File: config.mk
export PLATFORM = sky130hd
export DESIGN_NAME = gcov_div
export DESIGN_NICKNAME = d
export VERILOG_FILES = /design/src/rtl/gcov_pkg.sv /design/src/rtl/gcov_div.sv
export SDC_FILE = /design/constraint.sdc
export NUM_CORES = 2
export LEC_CHECK = 0
export ABC_AREA = 1
export BUFFER_PORTS_ARGS = -buffer_cell sky130_fd_sc_hd__buf_2
export CORE_ASPECT_RATIO = 1.4
export CORE_MARGIN = 2
export CORE_UTILIZATION = 55
export CTS_BUF_LIST = sky130_fd_sc_hd__clkbuf_4 sky130_fd_sc_hd__clkbuf_8 sky130_fd_sc_hd__clkbuf_16
export CTS_CLUSTER_DIAMETER = 40
export DETAILED_ROUTE_END_ITERATION = 8
export HOLD_SLACK_MARGIN = 0.1
export PLACE_DENSITY = 0.7
export SYNTH_ARGS = -nofsm -noshare
export SYNTH_HDL_FRONTEND = slang
export SYNTH_SLANG_ARGS = --single-unit
export TNS_END_PERCENT = 50
File: constraint.sdc
create_clock -name i_clk -period 3.5 [get_ports i_clk]
set_clock_uncertainty 0.2 [all_clocks]
set_input_delay 0.525 -clock i_clk [delete_from_list [all_inputs] [get_ports i_clk]]
set_output_delay 0.525 -clock i_clk [all_outputs]
set_load 0.02 [all_outputs]
File: src/rtl/gcov_pkg.sv
// Shared constants, types and helper functions for the Gaussian covariance block.
// Used by every module and interface of the block; depends on nothing else.
`timescale 1ns / 1ps
`default_nettype none

package gcov_pkg;

    // Field and configuration widths.
    localparam int LAG_W     = 16;
    localparam int CFG_W     = 16;
    localparam int COV_W     = 17;
    localparam int CFG_IDX_W = 2;

    // Internal datapath widths.
    localparam int R2_W  = 32;     // squared range
    localparam int H2_W  = 32;     // squared lag
    localparam int H3_W  = 34;     // three times squared lag
    localparam int Q_W   = 21;     // quotient t in Q16, up to 16.0 inclusive
    localparam int NUM_W = 51;     // rounded dividend (3*h^2 << 16) + r^2/2
    localparam int E_W   = 31;     // exponential in Q30, up to 1.0 inclusive
    localparam int F_W   = 17;     // factor in Q16, up to 1.0 inclusive
    localparam int SQ_N  = 8;      // number of squarings

    // Register indexes of the configuration port.
    localparam logic [CFG_IDX_W-1:0] REG_SILL   = 2'd0;
    localparam logic [CFG_IDX_W-1:0] REG_NUGGET = 2'd1;
    localparam logic [CFG_IDX_W-1:0] REG_RANGE  = 2'd2;

    // Register reset values.
    localparam logic [CFG_W-1:0] SILL_RST   = 16'd256;
    localparam logic [CFG_W-1:0] NUGGET_RST = 16'd0;
    localparam logic [CFG_W-1:0] RANGE_RST  = 16'd256;

    localparam logic [COV_W-1:0] COV_MAX = 17'h1FFFF;
    localparam logic [F_W-1:0]   F_ONE   = 17'h10000;

    // Reciprocal multipliers for the Taylor series divisions.
    localparam logic [17:0] DIV3_MUL  = 18'd174763;
    localparam logic [7:0]  DIV15_MUL = 8'd137;

    // Sideband that travels with every pipeline stage.
    typedef struct packed {
        logic valid;
        logic last;
        logic zero;
    } t_side;

    // One result item.
    typedef struct packed {
        logic [COV_W-1:0] covariance;
        logic             last_out;
    } t_res;

    // Exact floor(x / 3) for any 17-bit x.
    function automatic logic [15:0] div3(input logic [16:0] x);
        logic [34:0] p;
        p = {18'b0, x} * {17'b0, DIV3_MUL};
        return p[34:19];
    endfunction

    // Exact floor(x / 15) for any 7-bit x.
    function automatic logic [3:0] div15(input logic [6:0] x);
        logic [14:0] p;
        p = {8'b0, x} * {7'b0, DIV15_MUL};
        return p[14:11];
    endfunction

endpackage

`default_nettype wire

File: src/rtl/gcov_div.sv
// Pipelined restoring divider: one quotient bit per stage, giving t = num / den.
// Depends on gcov_pkg.
`timescale 1ns / 1ps
`default_nettype none

module gcov_div (
    input  logic                       i_clk,
    input  logic                       i_rst_n,
    input  logic                       i_en,
    input  gcov_pkg::t_side            i_side,
    input  logic [gcov_pkg::NUM_W-1:0] i_num,
    input  logic [gcov_pkg::R2_W-1:0]  i_den,
    output gcov_pkg::t_side            o_side,
    output logic [gcov_pkg::Q_W-1:0]   o_quot
);
    import gcov_pkg::*;

    logic [R2_W-1:0] rem_in  [Q_W];
    logic [Q_W-1:0]  low_in  [Q_W];
    logic [Q_W-1:0]  quo_in  [Q_W];
    t_side           side_in [Q_W];

    logic [R2_W-1:0] r_rem  [Q_W];
    logic [Q_W-1:0]  r_low  [Q_W];
    logic [Q_W-1:0]  r_quo  [Q_W];
    t_side           r_side [Q_W];

    // The top bits of the dividend form the starting remainder.
    assign rem_in[0]  = R2_W'(i_num[NUM_W-1:Q_W]);
    assign low_in[0]  = i_num[Q_W-1:0];
    assign quo_in[0]  = '0;
    assign side_in[0] = i_side;

    for (genvar k = 0; k < Q_W; k++) begin : g_stage
        logic [R2_W:0]   trial;
        logic [R2_W:0]   diff;
        logic            ge;
        logic [R2_W-1:0] n_rem;
        logic [Q_W-1:0]  n_quo;

        if (k > 0) begin : g_link
            assign rem_in[k]  = r_rem[k-1];
            assign low_in[k]  = r_low[k-1];
            assign quo_in[k]  = r_quo[k-1];
            assign side_in[k] = r_side[k-1];
        end

        // Shift in the next dividend bit and subtract the divisor if it fits.
        always_comb begin
            trial = {rem_in[k], low_in[k][Q_W-1-k]};
            diff  = trial - {1'b0, i_den};
            ge    = (trial >= {1'b0, i_den});
            n_rem = ge ? diff[R2_W-1:0] : trial[R2_W-1:0];
            n_quo = quo_in[k];
            n_quo[Q_W-1-k] = ge;
        end

        always_ff @(posedge i_clk) begin
            if (!i_rst_n) begin
                r_side[k] <= '0;
            end else if (i_en) begin
                r_side[k] <= side_in[k];
            end
        end

        always_ff @(posedge i_clk) begin
            if (i_en) begin
                r_rem[k] <= n_rem;
                r_low[k] <= low_in[k];
                r_quo[k] <= n_quo;
            end
        end
    end

    assign o_side = r_side[Q_W-1];
    assign o_quot = r_quo[Q_W-1];

endmodule

`default_nettype wire

==> flow_summary.yaml <==
floorplanning:
  rows: 180
  core_um2: 172000
  io_pins: 113
  die_area_um2: 176000
  dieHeight_um: 496
  die_x_um: 355
  initial_utilization: 0.553
cts:
  post_cts_buffers: 0
  tritoncts: "built"
  clockBufferDepth: 3
  ctsResizeCount: 0
  insertion_delay_ns: 0.89
  holdBufCountCts: 56
  clk_pin_slew_ns: 0.07
  cts_sinks: 1144
  numCtsBuffers: 150
  root_buffer: "clkbuf_16"
  h-tree-depth: 4
critical_path:
  arrival_ns: 3.76
  cp-endpoint: "r_rem[1][118]"
  critPathCaptureType: "flip-flop"
  max_stage_delay_ns: 0.50
  cp_top_family: "simple AND/OR/NAND/NOR gates"
  startpoint_type: "flip-flop"
  critical_path_class: "reg2reg"
  crit_cells: 12
  cp_common_cell: "nand2_1"
  crit_fanout: 20
  slowest_stage: "edfxtp_1"
  rr_worst_depth: 12
  worstPathCellList: "ha_1 -> nand2_1 -> nor2_1 -> nand3_1 -> nor2_1 -> nand3_1 -> nand2_1 -> nor2_4 -> nand2_8 -> buf_4 -> nand3_2 -> nand2_1"
  startpoint: "r_rem[1][89]"
  reg2reg_slack_ns: 0.26
  cp.required_ns: 4.02
  r2r_start: "r_rem[1][89]"
  crit_buf_inv: 1
  r2r_end: "r_rem[1][118]"
power:
  ir_drop_mv: 0.568
  p_leak_nw: 58.0
  p_per_area_nw_per_um2: 922
grt:
  grt_use_total: 0.389
  grt_pass1_wl_um: 514000
  grt_pass1_vias: 88800
  grt_max_degree: 139
  grt_remaining_overflow: 0
  antenna_found_initial: 9
final_layout:
  multiInputGateArea_um2: 49800
  final_core_util: 0.635
  drive_gt1_frac: 0.0943
  fill_cells: 15500
  fin_nets: 15200
  regArea_um2: 34400
  syn2layout_area_growth_pct: 14.9
placed_design:
  place.port_buffers: 112
  dp_hpwl_um: 275000
  routabilityCongestion: 1.06
  place_ws_ns: -0.0955
routing:
  via_per_inst: 5.45
  drc: 0
  route.met3.wl_um: 25900
  dr_wl_met2_um: 162000
  first_pass_iters: 7
  wl_per_cell_um: 20.6
  num_vias: 92000
  antenna_left: 0
  routed_wl_um: 347000
  wl_met1_um: 123000
  drt_iter0_drc: 8658
  dr.max_layer_used: "met5"
synth:
  netlist_area_um2: 94900
  yosys.area_share.adder: 0.0927
  yosys.area_share.simple: 0.380
  synth_compound_area_frac: 0.0269
  netlist-cell-type-count: 43
  synth_warnings: 0
  synth_mux_area_frac: 0
  synth-seq-cells: 1144
  netlist_instances: 13700
  synth_area_leaders: "edfxtp_1 (36%), nand2_1 (22%), inv_1 (9.8%)"
  yosysTopAreaCellShare: 0.362
  seq_area_frac_synth: 0.362
  syn_nets: 14500
  syn_avg_cell_area_um2: 6.93
  ys_async_sr_fraction: 0
  synth-edff-count: 1144
  yosysTopAreaCell: "edfxtp_1"
  synth_flop_cell: "edfxtp_1"
  synth_xor_xnor_area_share: 0.0258
  synth_top_family_by_area: "simple AND/OR/NAND/NOR gates"
sta:
  setup_slack_ns: 0.258
  worstMarginPinSlew_ns: 0.914
  rsz0062_at_grt: "false"
  relSlewSlack: 0.391
  drv_slew: 0
  period_needed_ns: 3.24
  max_freq_mhz: 308
  hold_viol: 0
  whs_ns: 0.145
  setup_viol: 0
  timing.final.crit_share: 0.926
run:
  maxCapViolations: 0
worst_hold_path:
  hold_class: "in2reg"
status:
  status: "complete, no violations"
cells by family after synthesis:
kind of cell,count (synthesis)
DFF,1144
buffers and inverters,2668
adders and majority gates,691
xor gates and xnor gates,280
and+or+nand+nor,8427
AOI/OAI and AO/OA,495
cell usage in the layout (no fill, tap or decap), drive strengths merged, types with 182 or more instances in the layout:
master,n
a21oi,406
buf,738
edfxtp,1144
ha,671
inv,2526
nand2,5662
nand3,1274
nand3b,194
nor2,942
nor3,182
xor2,252
worst register-to-register path, stage by stage, from the launching register on:
cell and delay (ns):
edfxtp_1 0.50, ha_1 0.50, nand2_1 0.16, nor2_1 0.32
nand3_1 0.27, nor2_1 0.15, nand3_1 0.17, nand2_1 0.16
nor2_4 0.09, nand2_8 0.21, buf_4 0.17, nand3_2 0.05
nand2_1 0.17
final cells by class:
type                            instances  share of cell area
Tap cell                             2275              0.0261
Antenna cell                            5            0.000115
Clock buffer                          162              0.0354
Timing Repair Buffer                  794              0.0674
Multi-Input combinational cell       9893               0.457
Sequential cell                      1144               0.315
Inverter                             2486              0.0856
Clock inverter                        114              0.0133
routing by layer:
layer	vias to the layer above	global-route usage
li1	44600	-
met4	8	0.345
met1	41800	0.426
met2	4164	0.650
met5	-	0
met3	1371	0.0644
registers in the layout, summed over array words and instances, names as in the netlist:
signal  count
r_rem     640
r_quo     231
r_low     210
r_side     63
per-stage QoR:
| step | area (um^2) | cells | setup TNS, ns | power, W |
|---|---|---|---|---|
| floorplan | 94900 | 13700 | 0 | 0.0622 |
| global placement | 103000 | 16500 | -0.254 | 0.0820 |
| detailed placement | 103000 | 16500 | -0.878 | 0.0827 |
| CTS | 109000 | 16900 | 0 | 0.0993 |
| global route | 109000 | 16900 | 0 | 0.107 |
| finish | 109000 | 16900 | 0 | 0.101 |
where the power goes:
part | switching (W) | total [W] | leakage, nW | internal (W)
clock | 0.00701 | 0.0161 | 2.56 | 0.00913
sequential | 0.00499 | 0.0267 | 11.3 | 0.0217
combinational | 0.0374 | 0.0577 | 44.1 | 0.0203
Yosys cell counts (28+ instances only):
master,count
a21oi_1,405
and2_1,95
buf_2,104
buf_6,53
edfxtp_1,1144
ha_1,671
inv_1,2471
nand2_1,5554
nand2_2,77
nand3_1,1152
nand3_2,122
nand3b_1,192
nand4_1,57
nor2_1,875
nor2_2,57
nor3_1,168
o21ai_0,51
xnor2_1,28
xor2_1,252
worst min-delay path by stage:
stage | depth (start not counted) | slack (ns) | start | to
2_1_floorplan | 0 | 0.20 | r_low[9][0] | r_low[10][0]
3_3_place_gp | 0 | 0.20 | r_quo[16][11] | r_quo[17][11]
3_5_place_dp | 0 | 0.20 | r_low[9][2] | r_low[10][2]
4_1_cts | 2 | 0.13 | i_num[11] | r_low[0][11]
5_1_grt | 2 | 0.15 | i_num[8] | r_low[0][8]
6_report | 2 | 0.15 | i_num[6] | r_low[0][6]
(Power assumes the default switching activity.)
