--- config.mk ---
export PLATFORM = sky130hd
export DESIGN_NAME = gcov_skid_flat
export DESIGN_NICKNAME = d
export VERILOG_FILES = /design/src/rtl/gcov_pkg.sv /design/src/rtl/gcov_if.sv /design/src/rtl/gcov_skid.sv /design/src/flat_wrapper.sv
export SDC_FILE = /design/constraint.sdc
export NUM_CORES = 1
export LEC_CHECK = 0
export BUFFER_PORTS_ARGS = -buffer_cell sky130_fd_sc_hd__buf_2
export CAP_MARGIN = 30
export CORE_ASPECT_RATIO = 1.75
export CORE_UTILIZATION = 41
export DETAILED_ROUTE_END_ITERATION = 10
export GPL_TIMING_DRIVEN = 0
export PLACE_DENSITY = 0.78
export SLEW_MARGIN = 15
export SYNTH_ARGS = -nofsm -noshare
export SYNTH_HDL_FRONTEND = slang
export SYNTH_SLANG_ARGS = --single-unit
--- constraint.sdc ---
create_clock -name i_clk -period 3 [get_ports i_clk]
set_input_delay 0.45 -clock i_clk [delete_from_list [all_inputs] [get_ports i_clk]]
set_output_delay 0.45 -clock i_clk [all_outputs]
set_load 0.01 [all_outputs]
--- src/rtl/gcov_pkg.sv ---
// Shared constants, types and helper functions for the Gaussian covariance block.
// Used by every module and interface of the block; depends on nothing else.
`timescale 1ns / 1ps
`default_nettype none

package gcov_pkg;

    // Field and configuration widths.
    localparam int LAG_W     = 16;
    localparam int CFG_W     = 16;
    localparam int COV_W     = 17;
    localparam int CFG_IDX_W = 2;

    // Internal datapath widths.
    localparam int R2_W  = 32;     // squared range
    localparam int H2_W  = 32;     // squared lag
    localparam int H3_W  = 34;     // three times squared lag
    localparam int Q_W   = 21;     // quotient t in Q16, up to 16.0 inclusive
    localparam int NUM_W = 51;     // rounded dividend (3*h^2 << 16) + r^2/2
    localparam int E_W   = 31;     // exponential in Q30, up to 1.0 inclusive
    localparam int F_W   = 17;     // factor in Q16, up to 1.0 inclusive
    localparam int SQ_N  = 8;      // number of squarings

    // Register indexes of the configuration port.
    localparam logic [CFG_IDX_W-1:0] REG_SILL   = 2'd0;
    localparam logic [CFG_IDX_W-1:0] REG_NUGGET = 2'd1;
    localparam logic [CFG_IDX_W-1:0] REG_RANGE  = 2'd2;

    // Register reset values.
    localparam logic [CFG_W-1:0] SILL_RST   = 16'd256;
    localparam logic [CFG_W-1:0] NUGGET_RST = 16'd0;
    localparam logic [CFG_W-1:0] RANGE_RST  = 16'd256;

    localparam logic [COV_W-1:0] COV_MAX = 17'h1FFFF;
    localparam logic [F_W-1:0]   F_ONE   = 17'h10000;

    // Reciprocal multipliers for the Taylor series divisions.
    localparam logic [17:0] DIV3_MUL  = 18'd174763;
    localparam logic [7:0]  DIV15_MUL = 8'd137;

    // Sideband that travels with every pipeline stage.
    typedef struct packed {
        logic valid;
        logic last;
        logic zero;
    } t_side;

    // One result item.
    typedef struct packed {
        logic [COV_W-1:0] covariance;
        logic             last_out;
    } t_res;

    // Exact floor(x / 3) for any 17-bit x.
    function automatic logic [15:0] div3(input logic [16:0] x);
        logic [34:0] p;
        p = {18'b0, x} * {17'b0, DIV3_MUL};
        return p[34:19];
    endfunction

    // Exact floor(x / 15) for any 7-bit x.
    function automatic logic [3:0] div15(input logic [6:0] x);
        logic [14:0] p;
        p = {8'b0, x} * {7'b0, DIV15_MUL};
        return p[14:11];
    endfunction

endpackage

`default_nettype wire

--- src/rtl/gcov_if.sv ---
// Valid/ready channel interfaces for the Gaussian covariance block: lag items in,
// covariance items out and configuration writes. Depends on gcov_pkg.
`timescale 1ns / 1ps
`default_nettype none


interface gcov_out_if;
    import gcov_pkg::*;
    logic             valid;
    logic             ready;
    logic [COV_W-1:0] covariance;
    logic             last_out;
    modport source (output valid, output covariance, output last_out, input ready);
    modport sink   (input valid, input covariance, input last_out, output ready);
endinterface


`default_nettype wire

--- src/rtl/gcov_skid.sv ---
// Output register with a skid entry, so the pipeline keeps moving while one result waits.
// Depends on gcov_pkg and gcov_out_if.
`timescale 1ns / 1ps
`default_nettype none

module gcov_skid (
    input  logic           i_clk,
    input  logic           i_rst_n,
    input  logic           i_valid,
    input  gcov_pkg::t_res i_res,
    output logic           o_ready,
    gcov_out_if.source     o_res
);
    import gcov_pkg::*;

    logic r_out_v;
    logic r_skid_v;
    t_res r_out;
    t_res r_skid;
    logic take;
    logic push;
    logic load;

    assign o_ready = !r_skid_v;
    assign take    = r_out_v & o_res.ready;
    assign push    = i_valid & !r_skid_v;
    assign load    = !r_out_v | take;

    // Occupancy of the output register and the skid entry.
    always_ff @(posedge i_clk) begin
        if (!i_rst_n) begin
            r_out_v  <= 1'b0;
            r_skid_v <= 1'b0;
        end else if (load) begin
            if (r_skid_v) begin
                r_out_v  <= 1'b1;
                r_skid_v <= 1'b0;
            end else begin
                r_out_v  <= push;
            end
        end else if (push) begin
            r_skid_v <= 1'b1;
        end
    end

    // The skid entry is drained first, so items leave in order.
    always_ff @(posedge i_clk) begin
        if (load) begin
            r_out <= r_skid_v ? r_skid : i_res;
        end else if (push) begin
            r_skid <= i_res;
        end
    end

    assign o_res.valid      = r_out_v;
    assign o_res.covariance = r_out.covariance;
    assign o_res.last_out   = r_out.last_out;

endmodule

`default_nettype wire

--- src/flat_wrapper.sv ---
// flat-port wrapper written by rule: the top's interface ports become plain ports
module gcov_skid_flat import gcov_pkg::*;
  (i_clk, i_rst_n, i_valid, i_res, o_ready, o_res_valid, o_res_covariance, o_res_last_out, o_res_ready);
  gcov_out_if o_res_i ();
  input  logic i_clk;
  input  logic i_rst_n;
  input  logic i_valid;
  input  gcov_pkg::t_res i_res;
  output logic o_ready;
  output wire logic [$bits(o_res_i.valid)-1:0] o_res_valid;
  output wire logic [$bits(o_res_i.covariance)-1:0] o_res_covariance;
  output wire logic [$bits(o_res_i.last_out)-1:0] o_res_last_out;
  input wire logic [$bits(o_res_i.ready)-1:0] o_res_ready;
  assign o_res_valid = o_res_i.valid;
  assign o_res_covariance = o_res_i.covariance;
  assign o_res_last_out = o_res_i.last_out;
  assign o_res_i.ready = o_res_ready;
  gcov_skid u_core (.i_clk(i_clk), .i_rst_n(i_rst_n), .i_valid(i_valid), .i_res(i_res), .o_ready(o_ready), .o_res(o_res_i));
endmodule
==> out/qor.yml, run 1 <==
run_status:
  run_status: "finished, final reports clean"
worst_setup_path:
  cp-start-kind: "primary input"
  worst-r2r-cell-count: 3
  max_stage_delay_ns: 0.89
  crit_required_ns: 2.99
  setup.worst_path.class: "in2reg"
  regToRegSetupSlack_ns: 0.87
  worst_ep_arrival_time_ns: 2.13
  critical_path.max_fanout: 12
  cp-end-kind: "flip-flop"
  cp_cell_sequence: "buf_2 > nand2b_1 > nor3b_2 > buf_4"
  timing.critical_path.slowest_stage_cell: "sky130_fd_sc_hd__nor3b_2"
clock_network:
  clock_latency_ns: 0.28
  cts_buffers: 5
  cts_hold_repair.buffers: 0
  postCtsSetupRepairBufs: 0
  cts_max_path_buffers: 2
  path_clk_slew_ns: 0.07
  cts.repair.resized: 0
  cts-htree-levels: 2
  tritoncts: "done"
  clock_tree.root_cell: "sky130_fd_sc_hd__clkbuf_8"
  clock_sinks: 38
worst_hold_path:
  holdPathStages: 1
  timing.hold.worst.class: "in2reg"
timing:
  slew_margin_rel_pct: 36.8
  final_max_slew_viols: 0
  setup-violations-final: 0
  final_hold_vio_count: 0
  fin_worst_hold_slack_ns: 0.362
  period_minus_slack_ns: 2.14
  clock_skew_ns: 0.00741
  grt_setup_unrepaired: "no"
  fmax_ghz: 0.467
  timing_worst_slew_pin_value_ns: 0.943
  worst_slack_ns: 0.861
  timing.final.crit_share_pct: 71.3
die:
  design.core.area_um2: 3400
  design.die.area_um2: 3800
  floorplan.io_pins: 42
  fp.dieH_um: 80.8
  standard_cell_rows: 28
  die-width_um: 47.0
  initial_utilization_pct: 42.8
power:
  power.share.switching_pct: 20.2
  p_sw_mw: 0.206
  pwr-share-comb_pct: 8.5
  largest_vdd_supply_drop_uv: 412
  cell_internal_pwr_mw: 0.816
  sequentialPowerShare_pct: 60.3
  p_leak_nw: 0.727
  total_power_mw: 1.02
  power_frac_clock_pct: 31.2
  power_per_cell_area_nw_per_um2: 562
synth:
  synth.top_cells.by_area: "sky130_fd_sc_hd__edfxtp_1, sky130_fd_sc_hd__mux2_4, sky130_fd_sc_hd__dfxtp_1"
  synthDominantAreaCellType: "sky130_fd_sc_hd__edfxtp_1"
  synth_warnings: 0
  count_of_flip_flops_with_a_built_in_enable_after_synthesis: 36
  ys_async_sr_fraction_pct: 0
  yosys.cell_count.top_type: "sky130_fd_sc_hd__edfxtp_1"
  postSynthCellCount: 64
  synth.cells.most_frequent: "sky130_fd_sc_hd__edfxtp_1, sky130_fd_sc_hd__mux2_4, sky130_fd_sc_hd__buf_6, sky130_fd_sc_hd__dfxtp_1"
  synth.ff_latch_count: 38
  synth.lib_cells_used.distinct: 11
  synth.net_count: 86
  synth_area_per_cell_um2: 22.7
  synth_ff_type: "sky130_fd_sc_hd__edfxtp_1"
  synth.yosys.seq_area_share_pct: 77.1
  netlist_area_um2: 1450
  post-synth-top-area-fraction_pct: 74.4
place:
  place_hpwl_mm: 1.63
  port-buffer-count: 41
  dp_worst_setup_slack_ns: 0.194
  place_congestion: 0.623
finish:
  post_route_cells_drive_above_1_share_pct: 62.6
  post-route-util_pct: 53.6
  multi_input_area_um2: 312
  area_growth_syn_to_layout_pct: 25.2
  seq_area_um2: 1120
  finish.net_count: 136
  antenna_cells_inserted: 0
  fillcell_total: 284
grt:
  first_global_vias: 754
  grtUsageTotal_pct: 13.0
  grt_antenna_before_repair: 0
  grt_first_pass_wirelength_mm: 3.37
  global_route.overflow_total: 0
  grt_start_max_net_pins: 22
route:
  via_count: 731
  drt_iter0_drc: 11
  drt.antenna.violating_nets: 0
  wl_per_cell_um: 13.7
  viasPerCell: 4.57
  dr.pass1.iters: 4
  wl_mm: 2.20
  drc_errors: 0
flow_run:
  cap_viol_max_count: 0
## metal layers
| metal | global-route usage (%) | vias up | wire length [um] |
|---|---|---|---|
| met2 | 23.1 | 29 | 1330 |
| met3 | 4.67 | 2 | 121 |
| met1 | 12.5 | 352 | 723 |
| met5 | 0 | - | 0 |
| met4 | 6.00 | 0 | 18 |
| li1 | - | 348 | - |
## path summary, 6_finish.rpt
check | from | end
worst max register to register | u_core.o_res.valid | u_core.r_skid[6]
worst min register to register | u_core.r_skid[0] | u_core.o_res.last_out
worst max-delay path | o_res_ready | u_core.r_skid[6]
worst min-delay path | i_res[1] | u_core.r_skid[1]
## registers in the layout (all words and copies together), names as in the netlist
signal / cells
u_core.r_skid_v: 1
u_core.o_res.covariance: 17
u_core.o_res.valid: 1
u_core.o_res.last_out: 1
u_core.r_skid: 18
## cell usage in the layout (no fill, tap or decap), drive strengths merged
master  Yosys  routed
a21boi      1       1
buf         2      45
clkbuf      0       6
clkinv      0       2
dfxtp       2       2
edfxtp     36      36
inv         1       1
mux2       18      18
nand2b      1       1
nor2        1       1
nor3b       2       2
## kinds of logic (layout without fill, tap and decap cells)
logic type      after synthesis  after routing  share of synthesized area, %
simple gates                  4              4                          2.24
compound gates                1              1                         0.517
flops                        38             38                          77.1
buf+inv                       3             54                          1.81
mux                          18             18                          18.3
## power by group through the flow
stage	registers, mW	logic (mW)	clock network (mW)
6_report	0.616	0.0870	0.319
4_1_cts	0.617	0.0869	0.330
2_1_floorplan	0.640	0.0335	0
3_5_place_dp	0.629	0.0868	0
3_3_place_gp	0.627	0.0829	0
5_1_grt	0.619	0.0943	0.347
## stage by stage
stage / instances / cell area (um2) / TNS, ns
2_1_floorplan: 64 / 1450 / 0
3_3_place_gp: 150 / 1720 / -11.44
3_5_place_dp: 151 / 1730 / 0
4_1_cts: 159 / 1810 / 0
5_1_grt: 160 / 1820 / 0
6_report: 160 / 1820 / 0
## cell type report
class	instances	area share (%)
Tap cell	45	3.09
Clock buffer	6	3.99
Sequential cell	38	61.6
Clock inverter	2	0.481
Timing Repair Buffer	43	12.3
Multi-Input combinational cell	23	17.1
Buffer	2	1.24
Inverter	1	0.206
## critical path, delay by kind of cell
kind	cells	cell delay (ns)
AND/OR/NAND/NOR	2	1.28
buffers and inverters	2	0.39
(Power assumes the default switching activity.)
==> inputs of run 2 (changes only) <==
--- a/config.mk
+++ b/config.mk
@@ -5,6 +5,7 @@
 export SDC_FILE = /design/constraint.sdc
 export NUM_CORES = 1
 export LEC_CHECK = 0
+export ABC_AREA = 1
 export BUFFER_PORTS_ARGS = -buffer_cell sky130_fd_sc_hd__buf_2
 export CAP_MARGIN = 30
 export CORE_ASPECT_RATIO = 1.75
==> constraint.sdc (replaced) <==
create_clock -name i_clk -period 1.9 [get_ports i_clk]
set_input_delay 0.285 -clock i_clk [delete_from_list [all_inputs] [get_ports i_clk]]
set_output_delay 0.285 -clock i_clk [all_outputs]
set_load 0.01 [all_outputs]
==> run 2 against run 1 <==
Compared with the run above:
- worst hold slack got worse by 0.17 ns
- synthesized cell count is 66% higher
- clock-buffer cell count grew 1
- global-route usage up 2.6 points
- die area decreased by 4.0%
- core utilization up 2.1 points
- sequential share of layout area is 1.9 points higher
- setup slack worse by 0.63 ns
- largest cell class unchanged
- highest routed layer unchanged
==> out/qor.yml, run 2 <==
synth:
  synth.yosys.seq_area_share_pct: 80.4  # +3.3 points
  count_of_flip_flops_with_a_built_in_enable_after_synthesis: 36  # unchanged
  yosys.cell_count.top_type: "sky130_fd_sc_hd__nand2_1"
  netlist_area_um2: 1390  # -4.1%
  synth.net_count: 128  # +49%
  ys_async_sr_fraction_pct: 0  # unchanged
  synth_area_per_cell_um2: 13.1  # -42%
  synth_ff_type: "sky130_fd_sc_hd__edfxtp_1"
  postSynthCellCount: 106  # +66%
  synth.cells.most_frequent: "sky130_fd_sc_hd__nand2_1, sky130_fd_sc_hd__edfxtp_1, sky130_fd_sc_hd__buf_4, sky130_fd_sc_hd__nor2_1, sky130_fd_sc_hd__dfxtp_1"
  synth.lib_cells_used.distinct: 9  # -2
  synth.ff_latch_count: 38  # unchanged
  post-synth-top-area-fraction_pct: 77.6  # +3.2 points
  synth.top_cells.by_area: "sky130_fd_sc_hd__edfxtp_1, sky130_fd_sc_hd__nand2_1, sky130_fd_sc_hd__dfxtp_1"
  synthDominantAreaCellType: "sky130_fd_sc_hd__edfxtp_1"
  synth_warnings: 0  # unchanged
clock_network:
  path_clk_slew_ns: 0.07  # about the same
  cts_hold_repair.buffers: 0  # unchanged
  clock_latency_ns: 0.29  # about the same
  clock_sinks: 38  # unchanged
  cts_max_path_buffers: 2  # unchanged
  cts-htree-levels: 2  # unchanged
  cts_buffers: 5  # unchanged
  tritoncts: "done"
  clock_tree.root_cell: "sky130_fd_sc_hd__clkbuf_8"
die:
  initial_utilization_pct: 43.9  # +1.1 points
  floorplan.io_pins: 42  # unchanged
  standard_cell_rows: 27  # -3.6%
  design.die.area_um2: 3650  # -4.0%
  design.core.area_um2: 3180  # -6.6%
  die-width_um: 46.1  # -2.0%
  fp.dieH_um: 79.1  # -2.0%
power:
  p_leak_nw: 0.783  # +7.8%
  sequentialPowerShare_pct: 58.8  # -1.5 points
  power_per_cell_area_nw_per_um2: 943  # +68%
  cell_internal_pwr_mw: 1.32  # +61%
  largest_vdd_supply_drop_uv: 639  # +55%
  pwr-share-comb_pct: 8.0  # -0.5 points
  p_sw_mw: 0.350  # +70%
  power.share.switching_pct: 21.0  # +0.82 points
  power_frac_clock_pct: 33.2  # +2.0 points
worst_setup_path:
  cp-start-kind: "flip-flop"
  cp-end-kind: "flip-flop"
  crit_required_ns: 1.89  # -1.10 ns
  worst_r2r_endpoint: "u_core.r_skid[7]"
  worst-r2r-cell-count: 3  # unchanged
  setup.worst_path.class: "reg2reg"
  max_stage_delay_ns: 0.52  # -0.37 ns
  timing.critical_path.slowest_stage_cell: "sky130_fd_sc_hd__nand2_1"
  worst_ep_arrival_time_ns: 1.66  # -0.47 ns
  startpoint: "u_core.o_res.valid"
  critical_path.max_fanout: 19  # +7
  worstReg2RegStart: "u_core.o_res.valid"
  cp_cell_sequence: "nand2_1 > nor2_4 > buf_4"
  regToRegSetupSlack_ns: 0.23  # -0.64 ns
  cp-endpoint: "u_core.r_skid[7]"
finish:
  area_growth_syn_to_layout_pct: 26.8
  post-route-cell-area_um2: 1770  # -3.0%
  largest_register_ff_count: 18  # unchanged
  antenna_cells_inserted: 0  # unchanged
  commonest_non_fill_non_tap_cell_in_the_layout: "sky130_fd_sc_hd__nand2_1"
  finish.net_count: 178  # +31%
  final_cell_mix: "sky130_fd_sc_hd__nand2_1, sky130_fd_sc_hd__buf_2, sky130_fd_sc_hd__edfxtp_1"
  post_route_cells_drive_above_1_share_pct: 35.7  # -27 points
  register_ranked_first_by_flip_flop_count: "u_core.r_skid"
  post-route-util_pct: 55.6  # +2.1 points
timing:
  clock_skew_ns: 0.00495  # -0.00246 ns
  timing.final.crit_share_pct: 88.0
  period_minus_slack_ns: 1.67
  grt_setup_unrepaired: "no"
  fmax_ghz: 0.598
  slew_margin_rel_pct: 41.8  # +5.0 points
  setup-violations-final: 0  # unchanged
  timing_worst_slew_pin_value_ns: 0.870  # -0.0731 ns
  final_hold_vio_count: 0  # unchanged
  final_max_slew_viols: 0  # unchanged
route:
  drt.antenna.violating_nets: 0  # unchanged
  top_layer: "met4"
  via_count: 907  # +24%
  met2_length_mm: 1.25  # -6.3%
  drt_iter0_drc: 33  # +22
  dr.pass1.iters: 4  # unchanged
  wl_mm: 2.43  # +11%
  viasPerCell: 4.54  # -0.74%
  route.met3.wl_um: 143  # +18%
  m1WireLength_um: 996  # +38%
  drc_errors: 0  # unchanged
  wl_per_cell_um: 12.2  # -11%
place:
  place_hpwl_mm: 1.73  # +5.8%
  placedInstanceArea_um2: 1660  # -4.2%
  port-buffer-count: 41  # unchanged
  place_congestion: 0.735  # +18%
grt:
  global_route.overflow_total: 0  # unchanged
  grt_antenna_before_repair: 0  # unchanged
  grt_first_pass_wirelength_mm: 3.97  # +18%
  grt_start_max_net_pins: 20  # -9.1%
  grtUsageTotal_pct: 15.6  # +2.6 points
  first_global_vias: 927  # +23%
worst_hold_path:
  timing.hold.worst.class: "in2reg"
run_status:
  run_status: "finished, final reports clean"
flow_run:
  cap_viol_max_count: 0  # unchanged
-- run 2: critical path, delay by kind of cell (launching register included) --
family / cells / cell delay (ns)
buffers and inverters: 1 / 0.23
AND/OR/NAND/NOR: 2 / 0.79
flip-flops: 1 / 0.36
-- run 2: how the worst min path moves through the flow --
stage | start | to | cells past startpoint | slack (ns)
global route | i_res[17] | u_core.r_skid[17] | 1 | 0.18
global placement | i_res[14] | u_core.r_skid[14] | 1 | 0.48
floorplan | i_res[0] | u_core.r_skid[0] | 0 | 0.38
CTS | i_res[15] | u_core.r_skid[15] | 1 | 0.19
detailed placement | i_res[17] | u_core.r_skid[17] | 1 | 0.48
finish | i_res[4] | u_core.r_skid[4] | 1 | 0.19
-- run 2: cell families after synthesis --
group                  synth area share, %
and+or+nand+nor                       16.5
AOI/OAI and AO/OA                    0.359
buffers and inverters                 2.69
DFF                                   80.4
-- run 2: layer usage --
| metal | vias to the layer above | GRT usage [%] |
|---|---|---|
| li1 | 452 | - |
| met1 | 419 | 17.5 |
| met2 | 32 | 24.6 |
| met3 | 4 | 6.14 |
| met4 | 0 | 7.65 |
| met5 | - | 0 |
-- run 2: cell type report --
type                            instances  area [um2]
Timing Repair Buffer                   43         220
Clock inverter                          1        5.00
Tap cell                               43        53.8
Fill cell                             297        1410
Buffer                                  4        30.0
Inverter                                2        7.51
Sequential cell                        38        1120
Multi-Input combinational cell         62         243
Clock buffer                            7        86.3
-- run 2: through the flow --
step                total power [mW]  setup TNS, ns  setup slack, ns  hold slack [ns]  std cells
global route                    1.73              0            0.155            0.180        200
global placement                1.12          -3.62           -0.202            0.480        190
finish                          1.67              0            0.228            0.190        200
floorplan                       1.06              0            0.111            0.384        106
CTS                             1.68              0            0.258            0.186        200
detailed placement              1.13          -6.67           -0.371            0.484        190
-- run 2: what timing repair did --
item | in CTS | in global routing
endpoints found under the setup margin | 18 | 0
gates resized for setup | 1 | 0
buffers inserted | 2 | 0
-- run 2: power by group through the flow --
stage               clock, mW  combinational (mW)  sequential (mW)
floorplan                   0              0.0399             1.02
global placement            0               0.124            0.997
detailed placement          0               0.131            0.999
CTS                     0.561               0.134            0.980
global route            0.602               0.148            0.983
finish                  0.554               0.133            0.980
